**config.mk**
```make
export PLATFORM = sky130hd
export DESIGN_NAME = cpu_frequency_governor
export DESIGN_NICKNAME = d
export VERILOG_FILES = /design/src/rtl/cfgov_pkg.sv /design/src/rtl/cfgov_ctrl.sv /design/src/rtl/cfgov_dp.sv /design/src/rtl/cpu_frequency_governor.sv
export SDC_FILE = /design/constraint.sdc
export NUM_CORES = 2
export LEC_CHECK = 0
export BUFFER_PORTS_ARGS = -buffer_cell sky130_fd_sc_hd__buf_4
export CAP_MARGIN = 5
export CORE_MARGIN = 5
export CORE_UTILIZATION = 46
export DETAILED_ROUTE_END_ITERATION = 6
export HOLD_SLACK_MARGIN = 0.03
export SETUP_SLACK_MARGIN = 0.1
export SLEW_MARGIN = 30
export SYNTH_ARGS = -nofsm -noshare
export SYNTH_HDL_FRONTEND = slang
export SYNTH_SLANG_ARGS = --single-unit
```
**constraint.sdc**
```tcl
create_clock -name i_clk -period 8.9 [get_ports i_clk]
set_input_delay 2.225 -clock i_clk [delete_from_list [all_inputs] [get_ports i_clk]]
set_output_delay 2.225 -clock i_clk [all_outputs]
set_load 0.1 [all_outputs]
```
**src/rtl/cfgov_pkg.sv**
```systemverilog
// ----------------------------------------------------------------------------
// cfgov_pkg
// types, codes and constants shared by the clock ceiling governor
// ----------------------------------------------------------------------------
package cfgov_pkg;

    localparam int CORE_COUNT = 2;
    localparam int CORE_W     = $clog2(CORE_COUNT + 1);
    localparam int DEN_W      = 64 + CORE_W;
    localparam int DSH_W      = DEN_W + 8;
    localparam int REM_W      = DSH_W;
    localparam int Q_STEPS    = 9;
    localparam int CNT_W      = $clog2(Q_STEPS);

    // now_us / 1000 in 22-bit chunks, each by reciprocal multiply
    localparam int DIV_STEPS  = 3;
    localparam int MS_CHUNK   = 22;
    localparam int MS_SRC_W   = DIV_STEPS * MS_CHUNK;
    localparam int MS_SHIFT   = 38;

    localparam logic [31:0] MS_RECIP = 32'd274877907;
    localparam logic [10:0] MS_DIV   = 11'd1000;
    localparam logic [6:0]  PCT_FULL = 7'd100;

    localparam logic [1:0] PH_AWAKE = 2'd0;
    localparam logic [1:0] PH_DIM   = 2'd1;
    localparam logic [1:0] PH_OFF   = 2'd2;

    localparam logic [2:0] DEMAND_LAST = 3'd6;

    typedef enum logic [1:0] {
        OP_TICK     = 2'd0,
        OP_ACTIVITY = 2'd1,
        OP_DEMAND   = 2'd2,
        OP_PHASE    = 2'd3
    } t_op;

    typedef enum logic [2:0] {
        R_FOREGROUND = 3'd0,
        R_RECENT     = 3'd1,
        R_BALANCED   = 3'd2,
        R_VIS_IDLE   = 3'd3,
        R_LOAD_GUARD = 3'd4,
        R_LONG_IDLE  = 3'd5,
        R_SCREEN_OFF = 3'd6,
        R_DIM        = 3'd7
    } t_reason;

    typedef enum logic [2:0] {
        CFG_BOOST_MHZ      = 3'd0,
        CFG_IDLE_MHZ       = 3'd1,
        CFG_LONG_IDLE_MHZ  = 3'd2,
        CFG_SCREEN_OFF_MHZ = 3'd3,
        CFG_BOOST_HOLD_MS  = 3'd4,
        CFG_LONG_IDLE_MS   = 3'd5,
        CFG_GUARD_ENTER    = 3'd6,
        CFG_GUARD_EXIT     = 3'd7
    } t_cfg_idx;

    typedef struct packed {
        t_op         op;
        logic [63:0] now_us;
        logic [63:0] idle_total_us;
        logic [2:0]  demand_index;
        logic        demand_active;
        logic [1:0]  phase;
        logic [9:0]  floor_mhz;
    } t_in_item;

    typedef struct packed {
        logic [9:0] req_mhz;
        logic [9:0] set_mhz;
        logic       write_frequency;
        t_reason    reason_code;
        logic [6:0] load_pct;
        logic       guard_on;
    } t_out_item;

    typedef struct packed {
        logic load_in;
        logic div_mul;
        logic div_sub;
        logic apply;
        logic diff;
        logic store_sample;
        logic scale;
        logic q_step;
        logic load_upd;
        logic cmp;
        logic commit;
    } t_cmd;

    typedef struct packed {
        t_op  op;
        logic no_change;
        logic skip_sample;
        logic emit;
    } t_status;

endpackage

```
**src/rtl/cfgov_ctrl.sv**
```systemverilog
// ----------------------------------------------------------------------------
// cfgov_ctrl
// sequencer: divide, apply event, sample load, evaluate and emit
// ----------------------------------------------------------------------------
module cfgov_ctrl (
    input  logic              i_clk,
    input  logic              i_rst_n,
    input  logic              i_in_valid,
    output logic              o_in_stall,
    output logic              o_out_valid,
    input  logic              i_out_stall,
    input  cfgov_pkg::t_status i_status,
    output cfgov_pkg::t_cmd    o_cmd
);
    import cfgov_pkg::*;

    typedef enum logic [9:0] {
        S_IDLE  = 10'b0000000001,
        S_DMUL  = 10'b0000000010,
        S_DSUB  = 10'b0000000100,
        S_APPLY = 10'b0000001000,
        S_DIFF  = 10'b0000010000,
        S_SCALE = 10'b0000100000,
        S_QDIV  = 10'b0001000000,
        S_LOAD  = 10'b0010000000,
        S_CMP   = 10'b0100000000,
        S_EVAL  = 10'b1000000000
    } t_state;

    t_state           r_state, n_state;
    logic [CNT_W-1:0] r_cnt, n_cnt;
    logic             r_out_valid, n_out_valid;
    logic             out_free;

    assign out_free    = !r_out_valid || !i_out_stall;
    assign o_in_stall  = (r_state != S_IDLE);
    assign o_out_valid = r_out_valid;

    always_comb begin
        n_state = r_state;
        n_cnt   = r_cnt;
        o_cmd   = '0;
        case (r_state)
            S_IDLE: begin
                if (i_in_valid) begin
                    o_cmd.load_in = 1'b1;
                    n_cnt         = '0;
                    n_state       = S_DMUL;
                end
            end
            S_DMUL: begin
                o_cmd.div_mul = 1'b1;
                n_state       = S_DSUB;
            end
            S_DSUB: begin
                o_cmd.div_sub = 1'b1;
                if (r_cnt == CNT_W'(DIV_STEPS - 1)) begin
                    n_cnt   = '0;
                    n_state = S_APPLY;
                end else begin
                    n_cnt   = r_cnt + 1'b1;
                    n_state = S_DMUL;
                end
            end
            S_APPLY: begin
                if (i_status.op == OP_TICK) begin
                    n_state = S_DIFF;
                end else if (i_status.no_change) begin
                    n_state = S_IDLE;
                end else begin
                    o_cmd.apply = 1'b1;
                    n_state     = S_CMP;
                end
            end
            S_DIFF: begin
                o_cmd.diff = 1'b1;
                if (i_status.skip_sample) begin
                    o_cmd.store_sample = 1'b1;
                    n_state            = S_CMP;
                end else begin
                    n_state = S_SCALE;
                end
            end
            S_SCALE: begin
                o_cmd.scale = 1'b1;
                n_cnt       = '0;
                n_state     = S_QDIV;
            end
            S_QDIV: begin
                o_cmd.q_step = 1'b1;
                if (r_cnt == CNT_W'(Q_STEPS - 1)) begin
                    n_cnt   = '0;
                    n_state = S_LOAD;
                end else begin
                    n_cnt = r_cnt + 1'b1;
                end
            end
            S_LOAD: begin
                o_cmd.load_upd     = 1'b1;
                o_cmd.store_sample = 1'b1;
                n_state            = S_CMP;
            end
            S_CMP: begin
                o_cmd.cmp = 1'b1;
                n_state   = S_EVAL;
            end
            S_EVAL: begin
                if (!i_status.emit) begin
                    n_state = S_IDLE;
                end else if (out_free) begin
                    o_cmd.commit = 1'b1;
                    n_state      = S_IDLE;
                end
            end
            default: begin
                n_state = S_IDLE;
            end
        endcase
    end

    always_comb begin
        n_out_valid = r_out_valid;
        if (o_cmd.commit) begin
            n_out_valid = 1'b1;
        end else if (r_out_valid && !i_out_stall) begin
            n_out_valid = 1'b0;
        end
    end

    always_ff @(posedge i_clk) begin
        if (!i_rst_n) begin
            r_state     <= S_IDLE;
            r_cnt       <= '0;
            r_out_valid <= 1'b0;
        end else begin
            r_state     <= n_state;
            r_cnt       <= n_cnt;
            r_out_valid <= n_out_valid;
        end
    end

endmodule

```
**src/rtl/cfgov_dp.sv**
```systemverilog
// ----------------------------------------------------------------------------
// cfgov_dp
// governor datapath: registers, ms divider, load divider, priority chain
// ----------------------------------------------------------------------------
module cfgov_dp (
    input  logic                 i_clk,
    input  logic                 i_rst_n,
    input  logic                 i_cfg_we,
    input  logic [2:0]           i_cfg_index,
    input  logic [31:0]          i_cfg_data,
    input  cfgov_pkg::t_in_item  i_in,
    input  cfgov_pkg::t_cmd      i_cmd,
    output cfgov_pkg::t_status   o_status,
    output cfgov_pkg::t_out_item o_out
);
    import cfgov_pkg::*;

    // configuration
    logic [9:0]  r_boost_mhz, r_idle_mhz, r_long_idle_mhz, r_screen_off_mhz;
    logic [31:0] r_boost_hold_ms, r_long_idle_ms;
    logic [6:0]  r_guard_enter, r_guard_exit;

    // governor state
    logic [6:0]  r_demand_mask;
    logic [1:0]  r_phase;
    logic [63:0] r_last_act_ms;
    logic [63:0] r_last_sample_us;
    logic [63:0] r_last_idle_us;
    logic [6:0]  r_cpu_load;
    logic        r_guard;
    logic [9:0]  r_last_applied;
    logic [9:0]  r_prev_req;
    t_reason     r_prev_reason;
    logic        r_prev_valid;

    // working registers
    t_in_item            r_item;
    logic [MS_SRC_W-1:0] r_src;
    logic [63:0]         r_quo;
    logic [9:0]          r_mrem;
    logic [MS_CHUNK-1:0] r_qdig;
    logic [63:0]         r_elapsed;
    logic [63:0]         r_idiff;
    logic [REM_W-1:0]    r_rem;
    logic [DSH_W-1:0]    r_dsh;
    logic [8:0]          r_q;
    logic                r_lt_boost, r_lt_long;
    t_out_item           r_out;

    logic [31:0] div_dend, div_rem;
    logic [63:0] div_prod;
    logic [6:0]  demand_bit, mask_upd;
    logic        no_change;
    logic        skip_sample;
    logic        q_bit;
    logic [6:0]  idle_pct, load_new;
    logic [63:0] idle_ms;
    logic [9:0]  req, applied;
    t_reason     reason;
    logic        fchg, emit;

    // ms divider, one 22-bit chunk at a time: multiply, then subtract
    assign div_dend = {r_mrem, r_src[MS_SRC_W-1 -: MS_CHUNK]};
    assign div_prod = 64'(div_dend) * 64'(MS_RECIP);
    assign div_rem  = div_dend - 32'(r_qdig) * 32'(MS_DIV);

    assign demand_bit = 7'd1 << r_item.demand_index;
    assign mask_upd   = r_item.demand_active ? (r_demand_mask | demand_bit)
                                             : (r_demand_mask & ~demand_bit);

    always_comb begin
        case (r_item.op)
            OP_DEMAND: no_change = (r_item.demand_index > DEMAND_LAST) ||
                                   (mask_upd == r_demand_mask);
            OP_PHASE:  no_change = (r_item.phase == r_phase);
            default:   no_change = 1'b0;
        endcase
    end

    assign skip_sample = (r_last_sample_us == 64'd0) ||
                         (r_item.now_us <= r_last_sample_us) ||
                         (r_item.idle_total_us < r_last_idle_us);

    assign q_bit    = (r_rem >= REM_W'(r_dsh));
    assign idle_pct = (r_q > 9'(PCT_FULL)) ? PCT_FULL : r_q[6:0];
    assign load_new = PCT_FULL - idle_pct;

    assign idle_ms = r_quo - r_last_act_ms;

    // priority chain
    always_comb begin
        if (r_phase == PH_OFF) begin
            req = r_screen_off_mhz; reason = R_SCREEN_OFF;
        end else if (r_phase == PH_DIM) begin
            req = r_idle_mhz; reason = R_DIM;
        end else if (r_demand_mask[3:0] != 4'd0) begin
            req = r_boost_mhz; reason = R_FOREGROUND;
        end else if (r_lt_boost) begin
            req = r_boost_mhz; reason = R_RECENT;
        end else if (r_demand_mask[6:4] != 3'd0) begin
            req = r_idle_mhz; reason = R_BALANCED;
        end else if (r_lt_long) begin
            req = r_idle_mhz; reason = R_VIS_IDLE;
        end else if (r_guard) begin
            req = r_idle_mhz; reason = R_LOAD_GUARD;
        end else begin
            req = r_long_idle_mhz; reason = R_LONG_IDLE;
        end
    end

    assign applied = (req > r_item.floor_mhz) ? req : r_item.floor_mhz;
    assign fchg    = (applied != r_last_applied);
    assign emit    = !r_prev_valid || fchg || (req != r_prev_req) || (reason != r_prev_reason);

    assign o_status.op          = r_item.op;
    assign o_status.no_change   = no_change;
    assign o_status.skip_sample = skip_sample;
    assign o_status.emit        = emit;
    assign o_out                = r_out;

    always_ff @(posedge i_clk) begin
        if (!i_rst_n) begin
            r_boost_mhz      <= 10'd240;
            r_idle_mhz       <= 10'd160;
            r_long_idle_mhz  <= 10'd80;
            r_screen_off_mhz <= 10'd40;
            r_boost_hold_ms  <= 32'd3000;
            r_long_idle_ms   <= 32'd30000;
            r_guard_enter    <= 7'd85;
            r_guard_exit     <= 7'd60;
        end else if (i_cfg_we) begin
            case (t_cfg_idx'(i_cfg_index))
                CFG_BOOST_MHZ:      r_boost_mhz      <= i_cfg_data[9:0];
                CFG_IDLE_MHZ:       r_idle_mhz       <= i_cfg_data[9:0];
                CFG_LONG_IDLE_MHZ:  r_long_idle_mhz  <= i_cfg_data[9:0];
                CFG_SCREEN_OFF_MHZ: r_screen_off_mhz <= i_cfg_data[9:0];
                CFG_BOOST_HOLD_MS:  r_boost_hold_ms  <= i_cfg_data;
                CFG_LONG_IDLE_MS:   r_long_idle_ms   <= i_cfg_data;
                CFG_GUARD_ENTER:    r_guard_enter    <= i_cfg_data[6:0];
                CFG_GUARD_EXIT:     r_guard_exit     <= i_cfg_data[6:0];
                default: begin
                end
            endcase
        end
    end

    always_ff @(posedge i_clk) begin
        if (!i_rst_n) begin
            r_demand_mask    <= '0;
            r_phase          <= PH_AWAKE;
            r_last_act_ms    <= '0;
            r_last_sample_us <= '0;
            r_last_idle_us   <= '0;
            r_cpu_load       <= '0;
            r_guard          <= 1'b0;
            r_last_applied   <= '0;
            r_prev_req       <= '0;
            r_prev_reason    <= R_FOREGROUND;
            r_prev_valid     <= 1'b0;
        end else begin
            if (i_cmd.apply) begin
                case (r_item.op)
                    OP_ACTIVITY: begin
                        r_last_act_ms <= r_quo;
                    end
                    OP_DEMAND: begin
                        r_demand_mask <= mask_upd;
                        r_last_act_ms <= r_quo;
                    end
                    OP_PHASE: begin
                        r_phase <= r_item.phase;
                        if (r_item.phase == PH_AWAKE) begin
                            r_last_act_ms <= r_quo;
                        end
                    end
                    default: begin
                    end
                endcase
            end
            if (i_cmd.store_sample) begin
                r_last_sample_us <= r_item.now_us;
                r_last_idle_us   <= r_item.idle_total_us;
            end
            if (i_cmd.load_upd) begin
                r_cpu_load <= load_new;
                if (load_new >= r_guard_enter) begin
                    r_guard <= 1'b1;
                end else if (load_new <= r_guard_exit) begin
                    r_guard <= 1'b0;
                end
            end
            if (i_cmd.commit) begin
                if (fchg) begin
                    r_last_applied <= applied;
                end
                r_prev_req    <= req;
                r_prev_reason <= reason;
                r_prev_valid  <= 1'b1;
            end
        end
    end

    always_ff @(posedge i_clk) begin
        if (i_cmd.load_in) begin
            r_item <= i_in;
            r_src  <= MS_SRC_W'(i_in.now_us);
            r_quo  <= '0;
            r_mrem <= '0;
        end
        if (i_cmd.div_mul) begin
            r_qdig <= div_prod[MS_SHIFT +: MS_CHUNK];
        end
        if (i_cmd.div_sub) begin
            r_mrem <= div_rem[9:0];
            r_src  <= r_src << MS_CHUNK;
            r_quo  <= {r_quo[63-MS_CHUNK:0], r_qdig};
        end
        if (i_cmd.diff) begin
            r_elapsed <= r_item.now_us - r_last_sample_us;
            r_idiff   <= r_item.idle_total_us - r_last_idle_us;
        end
        if (i_cmd.scale) begin
            // idle * 100 and elapsed * cores, divisor aligned to quotient bit 8
            r_rem <= (REM_W'(r_idiff) << 6) + (REM_W'(r_idiff) << 5) + (REM_W'(r_idiff) << 2);
            r_dsh <= DSH_W'(DEN_W'(r_elapsed) * DEN_W'(CORE_COUNT)) << 8;
            r_q   <= '0;
        end
        if (i_cmd.q_step) begin
            if (q_bit) begin
                r_rem <= r_rem - REM_W'(r_dsh);
            end
            r_q   <= {r_q[7:0], q_bit};
            r_dsh <= r_dsh >> 1;
        end
        if (i_cmd.cmp) begin
            r_lt_boost <= (idle_ms < {32'd0, r_boost_hold_ms});
            r_lt_long  <= (idle_ms < {32'd0, r_long_idle_ms});
        end
        if (i_cmd.commit) begin
            r_out.req_mhz         <= req;
            r_out.set_mhz         <= applied;
            r_out.write_frequency <= fchg;
            r_out.reason_code     <= reason;
            r_out.load_pct        <= r_cpu_load;
            r_out.guard_on        <= r_guard;
        end
    end

endmodule

```
**src/rtl/cpu_frequency_governor.sv**
```systemverilog
// ----------------------------------------------------------------------------
// cpu_frequency_governor: clock ceiling governor, one item at a time
// accept: a new item is taken only in idle, once the last one is done; every
//   item waits for the divide of now_us by 1000, ticks that take a sample also
//   run the 9-step load divider, and an emitting item waits for a free output
// reset: synchronous, clears governor state; config returns to defaults
// ----------------------------------------------------------------------------
module cpu_frequency_governor (
    input  logic                 i_clk,
    input  logic                 i_rst_n,
    input  logic                 i_cfg_we,
    input  logic [2:0]           i_cfg_index,
    input  logic [31:0]          i_cfg_data,
    input  logic                 i_in_valid,
    output logic                 o_in_stall,
    input  cfgov_pkg::t_in_item  i_in,
    output logic                 o_out_valid,
    input  logic                 i_out_stall,
    output cfgov_pkg::t_out_item o_out
);
    import cfgov_pkg::*;

    t_cmd    cmd;
    t_status status;

    cfgov_ctrl u_ctrl (
        .i_clk       (i_clk),
        .i_rst_n     (i_rst_n),
        .i_in_valid  (i_in_valid),
        .o_in_stall  (o_in_stall),
        .o_out_valid (o_out_valid),
        .i_out_stall (i_out_stall),
        .i_status    (status),
        .o_cmd       (cmd)
    );

    cfgov_dp u_dp (
        .i_clk       (i_clk),
        .i_rst_n     (i_rst_n),
        .i_cfg_we    (i_cfg_we),
        .i_cfg_index (i_cfg_index),
        .i_cfg_data  (i_cfg_data),
        .i_in        (i_in),
        .i_cmd       (cmd),
        .o_status    (status),
        .o_out       (o_out)
    );

endmodule
```
; ---- Yosys cells after proc, flatten, opt, wreduce, memory -nomap -nowiden
; Index checks and enable logic that the tools add are counted.
[totals]
reg_bits = 992
[classes]
add_sub_neg = 9
mul = 2
magnitude_cmp = 10
eq_ne = 34
shift = 1
muxes = 67
bitwise = 3
reduce_logical = 39
[op_table]
columns = operator, count
row1 = 74-bit two-way mux, 3
row2 = 64-bit two-way mux, 3
row3 = 64-bit subtractor, 3
row4 = 10-bit two-way mux, 14
row5 = 66-bit two-way mux, 2
row6 = 64-bit by 32-bit less-than comparator with 1-bit output, 2
row7 = 64-bit one-hot mux with 2 select lines, 1
row8 = 10-bit one-hot mux with 10 select lines, 1
row9 = 74-bit by 66-bit adder with 74-bit output, 1
row10 = 74-bit by 73-bit >= comparator with 1-bit output, 1
row11 = 74-bit by 73-bit subtractor with 74-bit output, 1
row12 = 73-bit two-way mux, 1
row13 = 72-bit two-way mux, 1
row14 = 70-bit by 69-bit adder with 71-bit output, 1
row15 = 64-bit <= comparator, 1
row16 = 64-bit zero test, 1
row17 = 64-bit less-than comparator, 1
row18 = "32-bit by 29-bit multiplier with 60-bit output, second input constant", 1
row19 = 9-bit two-way mux, 5
row20 = 2-bit AND reduction, 13
row21 = "22-bit by 7-bit multiplier with 7-bit output, second input constant", 1
row22 = 1-bit two-way mux, 21
row23 = 10-bit != test, 2
row24 = 3-bit two-way mux, 6
row25 = other kinds (50), 78

; ---- Depth between registers and ports, before layout
[depth]
word_depth = 16
mapped_depth = 29

; ---- By module
; Synthesis repeated with hierarchy kept, for this count alone.
[unflattened]
hier_cells = 7787
area_unflattened_um2 = 73923.4
[modules_own_cells]
columns = mod, n_inst, cells_per_inst, area_per_inst_um2
row1 = cfgov_dp, 1, 7685, 72995.0
row2 = cfgov_ctrl, 1, 102, 928.4

; ---- Least setup slack after synthesis
; No wires, ideal clock.
[synth_timing]
path_type = flip-flop to flip-flop
start = register u_dp.r_src[52]
end = register u_dp.r_qdig[18] (data pin)
arrival_time_ns = 7.270
path_slack_ns = 1.371
stages_incl_launch_ff = 29
period_less_slack_ns = 7.529
cell_sequence = edfxtp_1 ha_1 fa_1 fa_1 inv_1 fa_1 inv_1 fa_1 inv_1 fa_1 inv_1 fa_1 inv_1 fa_1 inv_1 ha_1 a21oi_1 nor2_1 a2111oi_0 o211ai_1 a221oi_1 nand4bb_1 a21oi_1 o22ai_1 nor2_1 a21oi_1 a21o_1 a211oi_1 nor2_1
[synth_via]
elab_chain_cells = 1
[synth_lines]
columns = element, line_no
row1 = "start, declared", cfgov_dp.sv:38  ; logic [MS_SRC_W-1:0] r_src;
row2 = "start signal, assigned", cfgov_dp.sv:206  ; r_src <= MS_SRC_W'(i_in.now_us);
row3 = "start signal, assigned", cfgov_dp.sv:215  ; r_src <= r_src << MS_CHUNK;
row4 = 32-bit by 29-bit multiplier with 60-bit output, cfgov_dp.sv:64  ; assign div_prod = 64'(div_dend) * 64'(MS_RECIP);
row5 = named net u_dp.div_prod[56], cfgov_dp.sv:51  ; logic [63:0] div_prod;
row6 = "end signal, assigned", cfgov_dp.sv:211  ; r_qdig <= div_prod[MS_SHIFT +: MS_CHUNK];
row7 = "end, declared", cfgov_dp.sv:41  ; logic [MS_CHUNK-1:0] r_qdig;
; The timed path passes the listed nets, and every way through them passes these cells.
; A chain may end at the register's enable or synchronous reset.

; ---- Final worst setup path
; Ends and elaborated chain as after synthesis.

==> metrics.md <==
| Metric | Value |
|---|---|
| Worst Reg2Reg Path Length in Cells | `27` |
| Yosys top cell by area | `edfxtp_1` |
| Int Pwr | `18.5 mW` |
| FILL cells | `15400` |
| Clk_skew | `0.0658 ns` |
| Critical-path top delay cell | `edfxtp_1` |
| Clock latency on the worst-skew pair | `0.78 ns` |
| Initial Util | `0.461` |
| Fmax | `121 MHz` |
| Gr ovfl total | `0` |
| Pin count of the biggest net entering global routing | `146` |
| Die Y | `416 um` |
| Avg Inst Size Synth | `9.00 um^2` |
| Unique masters post-synth | `91` |
| Hold Slack | `0.435 ns` |
| Initial antenna violation count | `10` |
| Worst-Margin Slew | `0.978 ns` |
| Vias in the first global route | `59700` |
| DR vias/cell | `5.66` |
| FF+latch area | `25200 um^2` |
| Clk pin slew, worst setup/hold paths | `0.06 ns` |
| Data required, critical path | `9.37 ns` |
| Combinational share of power | `0.691` |
| Yosys warning count | `0` |
| Num CTS Buffers | `114` |
| Crit path buffers/inverters | `5` |
| Final Hold Fails | `0` |
| Die ar. | `173000 um^2` |
| Slew Limit Fails | `0` |
| Sequential share of the synthesized area | `0.332` |
| Max Cap Viol | `0` |
| Clk sink count | `992` |
| Crit Path Max Fanout | `7` |
| Initial DRT Pass Iterations | `6` |
| Unrepaired setup endpoints after global routing | `no` |
| Ys flop type | `edfxtp_1` |
| Mapped Cells | `8426` |
| Setup TNS | `0 ns` |
| Nets | `9829` |
| Share of cells above drive strength 1 | `0.0655` |
| Peak VDD IR | `1300 uV` |
| Flop pwr share | `0.167` |
| Placed Area | `79300 um^2` |
| 1st-iter DRT viols | `4607` |
| Most frequent cells in the layout | `996 x inv_1, 888 x ha_1, 857 x a21oi_1, 825 x nand2_1, 530 x edfxtp_1` |
| CTS tree | `built` |
| GP Congestion | `0.933` |
| Outcome | `completed` |
| Final setup violation count | `0` |
| DIE WIDTH | `416 um` |
| DP Wirelength | `177000 um` |
| Clock Path Buffers | `3` |
| Fin crit share | `0.931` |
| Top-area cell type share of the netlist area | `0.210` |
| Final instance area | `83400 um^2` |
| Startpoint types | `flop` |
| Family with the most delay on the worst path | `adder cells` |
| Multi-input logic area | `45600 um^2` |
| Post-synth EDFFs | `530` |
| P&R area growth vs syn | `9.97%` |
| ANT nets after route | `0` |
| DRC | `0` |
| Synthesized area | `75800 um^2` |
| Ys async rst share | `0` |
| Synthesis-stage register bit count | `992` |
| DR vias | `60800` |
| Mapped Nets | `9808` |
| Clk network pwr share | `0.142` |
| Post-CTS Hold Fix Bufs | `0` |
| Row cnt | `149` |
| CP endpoint kind | `flop` |
| First-pass GRT wire length | `350000 um` |
| Routed WL per cell | `21.1 um` |
| I/O pins | `220` |
| Hold depth | `0` |
| Crit-path max cell delay | `0.60 ns` |
| Root Driver | `clkbuf_16` |
| Fin crit period | `8.29 ns` |
| Commonest non-fill, non-tap cell in the layout | `inv_1` |
| Hold Path Class | `flop to flop` |
| CP most frequent cell | `fa_1` |
| WP data arrival | `8.76 ns` |
| Switch share | `0.468` |
| Core Footprint | `164000 um^2` |
| Routed WL | `227000 um` |
| Worst setup path category | `flop to flop` |
| Number of I/O port buffers | `219` |
| # H-tree levels | `3` |
| P per Cell Area | `416 nW/um^2` |
| Leakage | `35.4 nW` |
| Synth top area cells | `edfxtp_1 21%, ha_1 15%, dfxtp_1 12%` |
| Gr usage total | `0.255` |
| Switching pwr | `16.2 mW` |
| Stages on worst setup path | `27` |
| Slew headroom | `0.348` |
==> timing repair <==
item / CTS / global route
endpoints found under the hold margin: 0 / 0
endpoints found under the setup margin: 0 / 3
buffers inserted: 0 / 3
gates resized for setup: 0 / 2
==> cell type report <==
| cell class | count | area share |
|---|---|---|
| inverters | 999 | 0.0452 |
| clock inverters | 72 | 0.0101 |
| clock buffers | 145 | 0.0371 |
| multi-input cells | 6064 | 0.547 |
| diodes | 3 | 0.0000901 |
| repair buffers | 276 | 0.0254 |
| flip-flops and latches | 992 | 0.302 |
| well taps | 2189 | 0.0329 |
==> kinds of logic (layout without fill, tap and decap cells) <==
kind of cell / after synthesis / after routing / share of synthesized area
adder cells (fa/ha/maj): 1197 / 1197 / 0.228
multiplexers: 52 / 52 / 0.00725
buffers and inverters: 1370 / 1492 / 0.0681
AO/OA/AOI/OAI: 2276 / 2276 / 0.184
flip-flops: 992 / 992 / 0.332
AND/OR/NAND/NOR: 2120 / 2120 / 0.132
XOR/XNOR: 419 / 419 / 0.0484
other: 0 / 3 / 0
==> cells in the mapped netlist, drive strengths merged, types with 249 or more instances <==
library cell and number:
edfxtp 530, clkbuf 348, inv 998, a21o 316, xnor2 269, o21ai 514
ha 888, dfxtp 462, nor2 373, a21oi 858, nand3 249, nand2 830
fa 308
==> worst paths after layout <==
check	from	endpoint	slack [ns]
setup / recovery	u_dp.r_src[52]$_DFFE_PP_	u_dp.r_qdig[18]$_DFFE_PP_	0.61
hold / removal	u_dp.r_cpu_load[1]$_SDFFE_PN0P_	u_dp.o_out[2]$_DFFE_PP_	0.43
setup reg to reg	u_dp.r_src[52]$_DFFE_PP_	u_dp.r_qdig[18]$_DFFE_PP_	0.61
hold reg to reg	u_dp.r_cpu_load[1]$_SDFFE_PN0P_	u_dp.o_out[2]$_DFFE_PP_	0.43
==> metrics by stage <==
stage / setup WS [ns] / power (mW) / utilization / std cells
2_1_floorplan: 1.37 / 23.1 / - / 8426
3_3_place_gp: 0.551 / 29.2 / 0.482 / 10500
3_5_place_dp: 0.353 / 29.5 / 0.483 / 10500
4_1_cts: 0.330 / 34.7 / 0.506 / 10700
5_1_grt: 0.192 / 38.5 / 0.507 / 10700
6_report: 0.611 / 34.7 / 0.507 / 10700
==> state kept, by name, indices dropped and copies added (netlist names), 64 cells and up <==
name,flops
u_dp.r_item,144
u_dp.r_quo,64
u_dp.r_idiff,64
u_dp.r_dsh,73
u_dp.r_elapsed,64
u_dp.r_src,66
u_dp.r_rem,74
u_dp.r_last_idle_us,64
u_dp.r_last_act_ms,64
u_dp.r_last_sample_us,64
==> power by group through the flow <==
stage          logic [mW]  clock network [mW]  registers [mW]
2_1_floorplan        17.3                   0            5.76
3_3_place_gp         23.3                   0            5.87
3_5_place_dp         23.6                   0            5.87
4_1_cts              23.9                5.03            5.78
5_1_grt              27.5                5.23            5.79
6_report             24.0                4.93            5.77
==> layer usage <==
layer,global-route usage,share of wire,vias up
met5,0,0.00018,-
met4,0.0861,0.035,6
met3,0.0275,0.047,292
met2,0.437,0.48,1448
met1,0.338,0.44,29500
li1,-,-,29500
(Power assumes the default switching activity.)
